`src/sv/pxadj_pkg.sv`:
```
package pxadj_pkg;

  localparam int MaxWidth   = 64;
  localparam int AddrW      = $clog2(MaxWidth);
  localparam int ColW       = AddrW + 1;
  localparam int HeightMax  = 4096;
  localparam int RowW       = $clog2(HeightMax);
  localparam int HeightW    = RowW + 1;
  localparam int CfgDataW   = HeightW;

  localparam logic [0:0] CfgImageWidth  = 1'b0;
  localparam logic [0:0] CfgImageHeight = 1'b1;

  localparam logic [ColW-1:0]    WidthReset  = ColW'(MaxWidth);
  localparam logic [HeightW-1:0] HeightReset = HeightW'(1);

  typedef struct packed {
    logic [7:0] red_in;
    logic [7:0] green_in;
    logic [7:0] blue_in;
  } pix_in_t;

  typedef struct packed {
    logic [7:0] red_out;
    logic [7:0] green_out;
    logic [7:0] blue_out;
    logic       row_end;
    logic       frame_end;
  } pix_out_t;

  typedef enum logic {
    ST_LOAD,
    ST_EMIT
  } state_e;

  typedef struct packed {
    logic accept;
    logic issue;
  } ctrl_cmd_t;

  typedef struct packed {
    logic row_done;
    logic rd_last;
    logic rd_free;
  } dp_status_t;

endpackage

```
`src/sv/pxadj_ctrl.sv`:
```
module pxadj_ctrl (
  input  logic                  clk_i,
  input  logic                  rst_ni,
  input  logic                  in_valid_i,
  output logic                  in_ready_o,
  input  pxadj_pkg::dp_status_t status_i,
  output pxadj_pkg::ctrl_cmd_t  cmd_o
);
  import pxadj_pkg::*;

  state_e state_q, state_d;

  always_ff @(posedge clk_i or negedge rst_ni) begin
    if (!rst_ni) begin
      state_q <= ST_LOAD;
    end else begin
      state_q <= state_d;
    end
  end

  always_comb begin
    state_d      = state_q;
    in_ready_o   = 1'b0;
    cmd_o.accept = 1'b0;
    cmd_o.issue  = 1'b0;
    unique case (state_q)
      ST_LOAD: begin
        in_ready_o   = 1'b1;
        cmd_o.accept = in_valid_i;
        if (in_valid_i && status_i.row_done) begin
          state_d = ST_EMIT;
        end
      end
      ST_EMIT: begin
        // read the row back, highest column first
        cmd_o.issue = status_i.rd_free;
        if (status_i.rd_free && status_i.rd_last) begin
          state_d = ST_LOAD;
        end
      end
      default: state_d = ST_LOAD;
    endcase
  end

endmodule

```
`src/sv/pxadj_dp.sv`:
```
module pxadj_dp (
  input  logic                                clk_i,
  input  logic                                rst_ni,
  input  logic                                cfg_we_i,
  input  logic [0:0]                          cfg_idx_i,
  input  logic [pxadj_pkg::CfgDataW-1:0]      cfg_data_i,
  input  pxadj_pkg::pix_in_t                  in_data_i,
  output pxadj_pkg::pix_out_t                 out_data_o,
  output logic                                out_valid_o,
  input  logic                                out_ready_i,
  input  pxadj_pkg::ctrl_cmd_t                cmd_i,
  output pxadj_pkg::dp_status_t               status_o
);
  import pxadj_pkg::*;

  logic [ColW-1:0]    width_q;
  logic [HeightW-1:0] height_q;
  logic [ColW-1:0]    eff_w;
  logic [HeightW-1:0] eff_h;

  logic [AddrW-1:0]   col_q;
  logic [3:0]         cm9_q;
  logic [RowW-1:0]    row_q;
  logic [2:0]         rm7_q;
  logic               last_row_q;

  logic [ColW-1:0]    col_inc;
  logic [HeightW-1:0] row_inc;
  logic               row_done;
  logic               last_row;

  logic [8:0]         red_sum;
  logic [7:0]         red_adj;
  logic [7:0]         blue_adj;

  logic [23:0]        mem [MaxWidth];
  logic [AddrW-1:0]   rd_addr_q;
  logic [23:0]        rd_data_q;
  logic               rd_v_q;
  logic               rd_row_end_q;
  logic               rd_frame_end_q;
  logic               move;
  pix_out_t           out_q;
  logic               out_v_q;

  // configuration
  always_ff @(posedge clk_i or negedge rst_ni) begin
    if (!rst_ni) begin
      width_q  <= WidthReset;
      height_q <= HeightReset;
    end else if (cfg_we_i) begin
      unique case (cfg_idx_i)
        CfgImageWidth:  width_q  <= cfg_data_i[ColW-1:0];
        CfgImageHeight: height_q <= cfg_data_i;
        default: ;
      endcase
    end
  end

  always_comb begin
    eff_w = width_q;
    if (width_q == '0) eff_w = ColW'(1);
    else if (width_q > ColW'(MaxWidth)) eff_w = ColW'(MaxWidth);
    eff_h = height_q;
    if (height_q == '0) eff_h = HeightW'(1);
    else if (height_q > HeightW'(HeightMax)) eff_h = HeightW'(HeightMax);
  end

  assign col_inc  = {1'b0, col_q} + ColW'(1);
  assign row_inc  = {1'b0, row_q} + HeightW'(1);
  assign row_done = (col_inc >= eff_w);
  assign last_row = (row_inc >= eff_h);

  // pixel adjust: saturating red, floored blue
  assign red_sum  = {1'b0, in_data_i.red_in} + {5'b0, cm9_q};
  assign red_adj  = red_sum[8] ? 8'hFF : red_sum[7:0];
  assign blue_adj = (in_data_i.blue_in >= {5'b0, rm7_q}) ?
                    (in_data_i.blue_in - {5'b0, rm7_q}) : 8'h00;

  // position counters
  always_ff @(posedge clk_i or negedge rst_ni) begin
    if (!rst_ni) begin
      col_q      <= '0;
      cm9_q      <= '0;
      row_q      <= '0;
      rm7_q      <= '0;
      last_row_q <= 1'b0;
      rd_addr_q  <= '0;
    end else begin
      if (cmd_i.accept) begin
        if (!row_done) begin
          col_q <= col_inc[AddrW-1:0];
          cm9_q <= (cm9_q >= 4'd8) ? 4'd0 : cm9_q + 4'd1;
        end else begin
          col_q      <= '0;
          cm9_q      <= '0;
          rd_addr_q  <= col_q;
          last_row_q <= last_row;
          if (last_row) begin
            row_q <= '0;
            rm7_q <= '0;
          end else begin
            row_q <= row_inc[RowW-1:0];
            rm7_q <= (rm7_q >= 3'd6) ? 3'd0 : rm7_q + 3'd1;
          end
        end
      end else if (cmd_i.issue) begin
        rd_addr_q <= rd_addr_q - AddrW'(1);
      end
    end
  end

  // row buffer
  always_ff @(posedge clk_i) begin
    if (cmd_i.accept) begin
      mem[col_q] <= {red_adj, in_data_i.green_in, blue_adj};
    end
    if (cmd_i.issue) begin
      rd_data_q <= mem[rd_addr_q];
    end
  end

  // read stage then output register
  assign move = rd_v_q && (!out_v_q || out_ready_i);

  always_ff @(posedge clk_i or negedge rst_ni) begin
    if (!rst_ni) begin
      rd_v_q  <= 1'b0;
      out_v_q <= 1'b0;
    end else begin
      rd_v_q  <= cmd_i.issue || (rd_v_q && !move);
      out_v_q <= move || (out_v_q && !out_ready_i);
    end
  end

  always_ff @(posedge clk_i) begin
    if (cmd_i.issue) begin
      rd_row_end_q   <= (rd_addr_q == '0);
      rd_frame_end_q <= (rd_addr_q == '0) && last_row_q;
    end
    if (move) begin
      out_q.red_out   <= rd_data_q[23:16];
      out_q.green_out <= rd_data_q[15:8];
      out_q.blue_out  <= rd_data_q[7:0];
      out_q.row_end   <= rd_row_end_q;
      out_q.frame_end <= rd_frame_end_q;
    end
  end

  assign out_data_o        = out_q;
  assign out_valid_o       = out_v_q;
  assign status_o.row_done = row_done;
  assign status_o.rd_last  = (rd_addr_q == '0);
  assign status_o.rd_free  = !rd_v_q || move;

endmodule

```
`src/sv/pixel_adjust_and_row_mirror.sv`:
```
// A row of W words loads at one word per cycle while in_valid_i is high; after its last input
// word, the W words read back out of the single-port row buffer at one word per cycle unless the
// output stalls, passing through the read stage and then the output register.
// Input is held off while a row is being read back; output stalls back up into the read.
// Reset: counters zero, width 64, height 1, pipeline empty; the row buffer is not cleared.
module pixel_adjust_and_row_mirror (
  input  logic                            clk_i,
  input  logic                            rst_ni,
  input  logic                            cfg_we_i,
  input  logic [0:0]                      cfg_idx_i,
  input  logic [pxadj_pkg::CfgDataW-1:0]  cfg_data_i,
  input  logic                            in_valid_i,
  output logic                            in_ready_o,
  input  pxadj_pkg::pix_in_t              in_data_i,
  output logic                            out_valid_o,
  input  logic                            out_ready_i,
  output pxadj_pkg::pix_out_t             out_data_o
);
  import pxadj_pkg::*;

  ctrl_cmd_t  cmd;
  dp_status_t status;

  pxadj_ctrl u_ctrl (
    .clk_i      (clk_i),
    .rst_ni     (rst_ni),
    .in_valid_i (in_valid_i),
    .in_ready_o (in_ready_o),
    .status_i   (status),
    .cmd_o      (cmd)
  );

  pxadj_dp u_dp (
    .clk_i       (clk_i),
    .rst_ni      (rst_ni),
    .cfg_we_i    (cfg_we_i),
    .cfg_idx_i   (cfg_idx_i),
    .cfg_data_i  (cfg_data_i),
    .in_data_i   (in_data_i),
    .out_data_o  (out_data_o),
    .out_valid_o (out_valid_o),
    .out_ready_i (out_ready_i),
    .cmd_i       (cmd),
    .status_o    (status)
  );

endmodule
```
`config.mk`:
```
export PLATFORM = sky130hd
export DESIGN_NAME = pixel_adjust_and_row_mirror
export DESIGN_NICKNAME = d
export VERILOG_FILES = /design/src/sv/pxadj_pkg.sv /design/src/sv/pxadj_ctrl.sv /design/src/sv/pxadj_dp.sv /design/src/sv/pixel_adjust_and_row_mirror.sv
export SDC_FILE = /design/constraint.sdc
export NUM_CORES = 2
export LEC_CHECK = 0
export ABC_AREA = 1
export BUFFER_PORTS_ARGS = -buffer_cell sky130_fd_sc_hd__buf_4
export CORE_MARGIN = 2
export CORE_UTILIZATION = 53
export DETAILED_ROUTE_END_ITERATION = 10
export PLACE_DENSITY = 0.69
export SLEW_MARGIN = 5
export SYNTH_ARGS = -nofsm -noshare
export SYNTH_HDL_FRONTEND = slang
export SYNTH_HIERARCHICAL = 1
export SYNTH_SLANG_ARGS = --single-unit
```
`constraint.sdc`:
```
create_clock -name clk_i -period 5 [get_ports clk_i]
set_clock_uncertainty 0.1 [all_clocks]
set_input_delay 1 -clock clk_i [delete_from_list [all_inputs] [get_ports clk_i]]
set_output_delay 1 -clock clk_i [all_outputs]
set_load 0.05 [all_outputs]
```
* Word-level counts from Yosys, hierarchy flattened
Memories as Yosys holds them, arrays and structs flattened. A register that Yosys moved wholly into a read port is not among the register bits.
Cells that the tools add are included.
Widths: inputs -> output; s select.
** Operators by class
- Equality and inequality tests :: 1
- $add $sub $neg :: 7
- Magnitude comparators :: 7
- Multiplexer cells :: 23
- Bitwise gates (word level) :: 2
- Reductions and logical operators :: 22
** Operators by type and width (number)
- $mux 13 :: 2
- $mux 6 :: 4
- $mux 8 :: 2
- $mux 7 :: 2
- $add 12x1->13 const B :: 1
- $ge 13x13->1 :: 1
- $gt 13x13->1 const B :: 1
- $logic_not 13->1 :: 1
- $mux 12 :: 1
- $add 8x4->9 :: 1
- $ge 8x3->1 :: 1
- $mux 4 :: 2
- $reduce_and 2->1 :: 4
- $sub 8x3->8 :: 1
- $add 6x1->7 const B :: 1
- $ge 7x7->1 :: 1
- $gt 7x7->1 const B :: 1
- $logic_not 7->1 :: 1
- $mux 1 :: 7
- $logic_and 1x1->1 :: 6
- $logic_not 6->1 :: 1
- $mux 3 :: 2
- $sub 6x1->6 const B :: 1
- $add 4x1->4 const B :: 1
- other kinds (9) :: 16
** Storage, ports and cells
- Register bits :: 83
- Word-level logic and storage cells :: 81
- RAM bits :: 1536
- Output and inout bits :: 28
- Input port bits :: 43
- Memories :: 1
** Memories
- u_dp.mem :: words 64, bits a word 24, rd ports 1, clocked after Yosys merged registers in 1, wr ports 1, line pxadj_dp.sv:36 : logic [23:0] mem [MaxWidth];

* Depth between registers and ports, before layout
- Depth in word-level cells :: 7
- Mapped depth :: 16
- Mapped depth without buffers :: 15

* Modules after synthesis
The synthesis kept the hierarchy.
** Modules (own cells, without submodules)
- pxadj_dp :: cells each 5924, instances 1, area an instance 67767.5 um2, sequential area each 49039.5 um2
- pxadj_ctrl :: cells each 10, instances 1, area an instance 65.1 um2, sequential area each 25.0 um2

* Worst setup path after synthesis
OpenSTA, ideal clock, no wires.
- Kind :: input to register
- From :: in in_data_i[18] (netlist bit)
- To :: mem u_dp.mem[0][21] (data pin)
- Library setup time :: 702 ps
- Arrival time :: 4357 ps
- Cell stages on the path :: 7
- Path buffers :: 0
- Slack :: -158 ps
- Data required time :: 4198 ps
- Path through :: ha_1 > a21oi_1 > nand2_1 > nand2_1 > a21oi_1 > and2_1 > o21ai_0
** On the way
- Word-level cells in the longest chain between the ends :: 2
** Ends and longest elaborated chain
- start, declared :: line pixel_adjust_and_row_mirror.sv:14 : input pxadj_pkg::pix_in_t in_data_i,
- $add 8x4->9 :: line pxadj_dp.sv:75 : assign red_sum = {1'b0, in_data_i.red_in} + {5'b0, cm9_q};
- $mux 8 :: line pxadj_dp.sv:76 : assign red_adj = red_sum[8] ? 8'hFF : red_sum[7:0];
- net u_dp.red_adj[5] :: line pxadj_dp.sv:33 : logic [7:0] red_adj;
- end, declared :: line pxadj_dp.sv:36
The timed path passes the listed nets, and every way through them passes these cells.

==> impl_metrics.csv <==
group,metric,value,unit
layout,final_common_cell,"nand2_1",
power_and_ir_drop,power,43900,µW
sta,hold_viol_final,0,
sta,slew_headroom,13.4,%
place,io_buffers,70,
job,cap_violations,0,
die,fp.dieH,362,µm
cts,cts.path.max_buffers,3,
synthesis,syn_inst,5934,
route,dr_total_vias,45500,
worst_setup_path,worst_setup_path_end_kind,"flip-flop",
die,die-area,0.131,mm²
global_route,grt_pass1_vias,43400,
cts,path_clk_slew,60,ps
place,placed_area,0.0704,mm²
synthesis,synth_xor_area_share,0.181,%
worst_setup_path,crit_chain,"nand2_1 > inv_1 > nand2_1 > nor2_1 > nor3_1 > ha_1 > nand2_1 > o21a_1 > nand3_1 > buf_4 > nand2_1 > nand2_1 > nand2_1 > o21ai_0",
layout,fillerInstances,9886,
layout,layout.nets,6055,
cts,cts-resized-gates,0,
cts,htreeDepth,4,
worst_setup_path,critical_path_arrival,4220,ps
worst_hold_path,hold_class,"primary input to asynchronous set/reset pin",
sta,fin_crit,3690,ps
worst_setup_path,path_max_fanout,23,
cts,root_buffer,"clkbuf_16",
synthesis,synth-compound-area-share,1.96,%
layout,final_layout_size_suffix_gt1_share,8.96,%
synthesis,synthArstFlopShare,3.35,%
sta,grt_setup_unrepaired,"false",
worst_setup_path,path_class,"flip-flop to flip-flop",
sta,period_share,73.8,%
sta,tns,0,ps
global_route,overflow,0,
synthesis,synthDistinctLibCells,37,
sta,maxSlewViolCount,0,
synthesis,synth_top_family_by_area,"simple AND/OR/NAND/NOR gates",
synthesis,ys_ff_latch,1643,
layout,design_area,0.0755,mm²
global_route,grt_pass1_wl,273000,µm
power_and_ir_drop,powerDensity,581,mW/mm²
synthesis,synth_simple_gate_area_share,21.0,%
layout,layout_common_cells,"nand2_1, edfxtp_1, nand3_1, nor2_1, inv_1",
route,via_per_inst,5.85,
die,initial_core_util,53.3,%
synthesis,synth_fa_ha_area_share,0.686,%
cts,cts_sinks,1643,
place,hpwl,99600,µm
synthesis,synth_edf_count,1588,
layout,multi_input_area,0.0165,mm²
cts,insertion_delay,800,ps
power_and_ir_drop,max-vdd-ir-drop,0.000525,V
synthesis,avgSynthCellArea,11.4,µm²
synthesis,ys.flop_type,"edfxtp_1",
synthesis,ys_seq_area_share,72.3,%
worst_setup_path,critPathSlowestCell,"nand2_1",
route,wl,183000,µm
worst_setup_path,critPathLaunchType,"flip-flop",
die,ios,71,
die,core_region_area,0.127,mm²
global_route,track_usage,28.0,%
cts,cts_hold_buf,0,
route,drt-initial-drc-count,5728,
worst_setup_path,slowest_delay,580,ps
sta,setup_violations,0,
global_route,grt_max_degree,212,
sta,worst_pin_slew,1300,ps
synthesis,ys_warn_count,6,
route,drc,0,
run_status,outcome,"finished clean",
cts,cts_made_buffers,162,
route,detail-route-antenna-nets,0,
route,first_pass_iters,6,
die,std_cell_rows,131,
global_route,grt_antenna_before_repair,8,
synthesis,netlist_area,0.0678,mm²
layout,syn2layout_area_growth,11.3,%
sta,whs,182,ps
power_and_ir_drop,p_leak,0.0281,µW
die,die_width,362,µm
sta,fmax,271,MHz
route,wl_per_cell,23.5,µm
layout,utilization,59.3,%
place,gp_congestion,0.833,
worst_setup_path,crit_required,5530,ps
cts,postCtsSetupRepairBufs,0,
synthesis,synthMuxAreaShare,0.0830,%
worst_setup_path,cpMostUsedCell,"nand2_1",
cts,cts_tree,"yes",
layout,seq_area,0.0491,mm²
synthesis,syn-num-nets,6013,
## cells in the mapped netlist (2+ instances only)
| master | instances | area (µm²) |
|---|---|---|
| xor2_1 | 12 | 105 |
| buf_1 | 28 | 105 |
| ha_1 | 34 | 425 |
| dfstp_2 | 2 | 52.6 |
| inv_1 | 216 | 811 |
| o211ai_1 | 4 | 30.0 |
| edfxtp_1 | 1588 | 47700 |
| a31oi_1 | 2 | 12.5 |
| o21ai_0 | 155 | 776 |
| buf_4 | 35 | 263 |
| buf_6 | 13 | 146 |
| xnor2_1 | 2 | 17.5 |
| mux2_2 | 5 | 56.3 |
| nor4_1 | 5 | 31.3 |
| fa_1 | 2 | 40.0 |
| nor2_1 | 331 | 1240 |
| clkbuf_1 | 89 | 334 |
| nand4_1 | 12 | 75.1 |
| nand3_1 | 1051 | 5260 |
| or2_2 | 2 | 12.5 |
| o21ai_1 | 6 | 30.0 |
| nand2_1 | 2008 | 7540 |
| nor3_1 | 9 | 45.0 |
| dfrtp_1 | 53 | 1330 |
| a21oi_1 | 56 | 280 |
| buf_2 | 174 | 871 |
| o22ai_1 | 30 | 188 |
## metrics by stage
stage               worst slack (ps)  std cells
floorplan                       21.5       5934
global placement                1090       7474
detailed placement              1090       7474
CTS                             1350       7769
global route                     951       7769
finish                          1310       7770
## registers in the layout, summed over array words and instances, names as in the netlist
| register | flops |
|---|---|
| u_ctrl/state_q | 1 |
| u_dp/cm9_q | 4 |
| u_dp/col_q | 6 |
| u_dp/height_q | 13 |
| u_dp/last_row_q | 1 |
| u_dp/mem | 1536 |
| u_dp/out_data_o | 26 |
| u_dp/out_valid_o | 1 |
| u_dp/rd_addr_q | 6 |
| u_dp/rd_data_q | 24 |
| u_dp/rd_frame_end_q | 1 |
| u_dp/rd_row_end_q | 1 |
| u_dp/rd_v_q | 1 |
| u_dp/rm7_q | 3 |
| u_dp/row_q | 12 |
| u_dp/width_q | 7 |
## worst paths after layout
| check | start | slack (ps) | end | cells past startpoint |
|---|---|---|---|---|
| min in group clk_i | u_dp/rd_data_q[19] | 320 | u_dp/out_data_o[21] | 0 |
| min | rst_ni | 180 | u_dp/rm7_q[0] | 1 |
| min reg2reg | u_dp/rd_data_q[19] | 320 | u_dp/out_data_o[21] | 0 |
| max in group asynchronous | rst_ni | 4050 | u_dp/rd_addr_q[0] | 1 |
| max reg2reg | u_dp/col_q[4] | 1310 | u_dp/rd_addr_q[4] | 14 |
| max | u_dp/col_q[4] | 1310 | u_dp/rd_addr_q[4] | 14 |
## per-layer routing
layer	vias up	part of all wire (%)	routed length [µm]	global-route usage, %
met1	22200	39	72100	39.3
met4	8	3.0	5500	9.09
met5	-	0.028	52	0
met3	355	10	19000	5.54
li1	20600	-	-	-
met2	2345	47	86200	44.3
## worst max-delay path: cells and delay by family (launching register included)
kind | cells | cell delay (ps)
AOI/OAI and AO/OA | 2 | 220
adders and majority gates | 1 | 310
buffers and inverters | 2 | 240
DFF | 1 | 440
and+or+nand+nor | 9 | 2220
## cell families after synthesis
group	Yosys count
and+or+nand+nor	3422
DFF	1643
buffers and inverters	559
AOI/OAI and AO/OA	255
adders and majority gates	36
xor gates and xnor gates	14
muxes	5
## power by group
part / total, µW / switching (µW) / internal, µW
clock: 11900 / 5080 / 6810
sequential: 17100 / 438 / 16700
combinational: 14900 / 11200 / 3690
## area by class of cell
cell class                      instances  area share (%)
Antenna cell                            1         0.00331
Timing Repair Buffer                  218            2.48
Inverter                              219            1.13
Clock inverter                         78            1.00
Clock buffer                          217            5.82
Tap cell                             1662            2.75
Multi-Input combinational cell       3732            21.8
Sequential cell                      1643            65.0
Power figures use the tool's default switching activity.
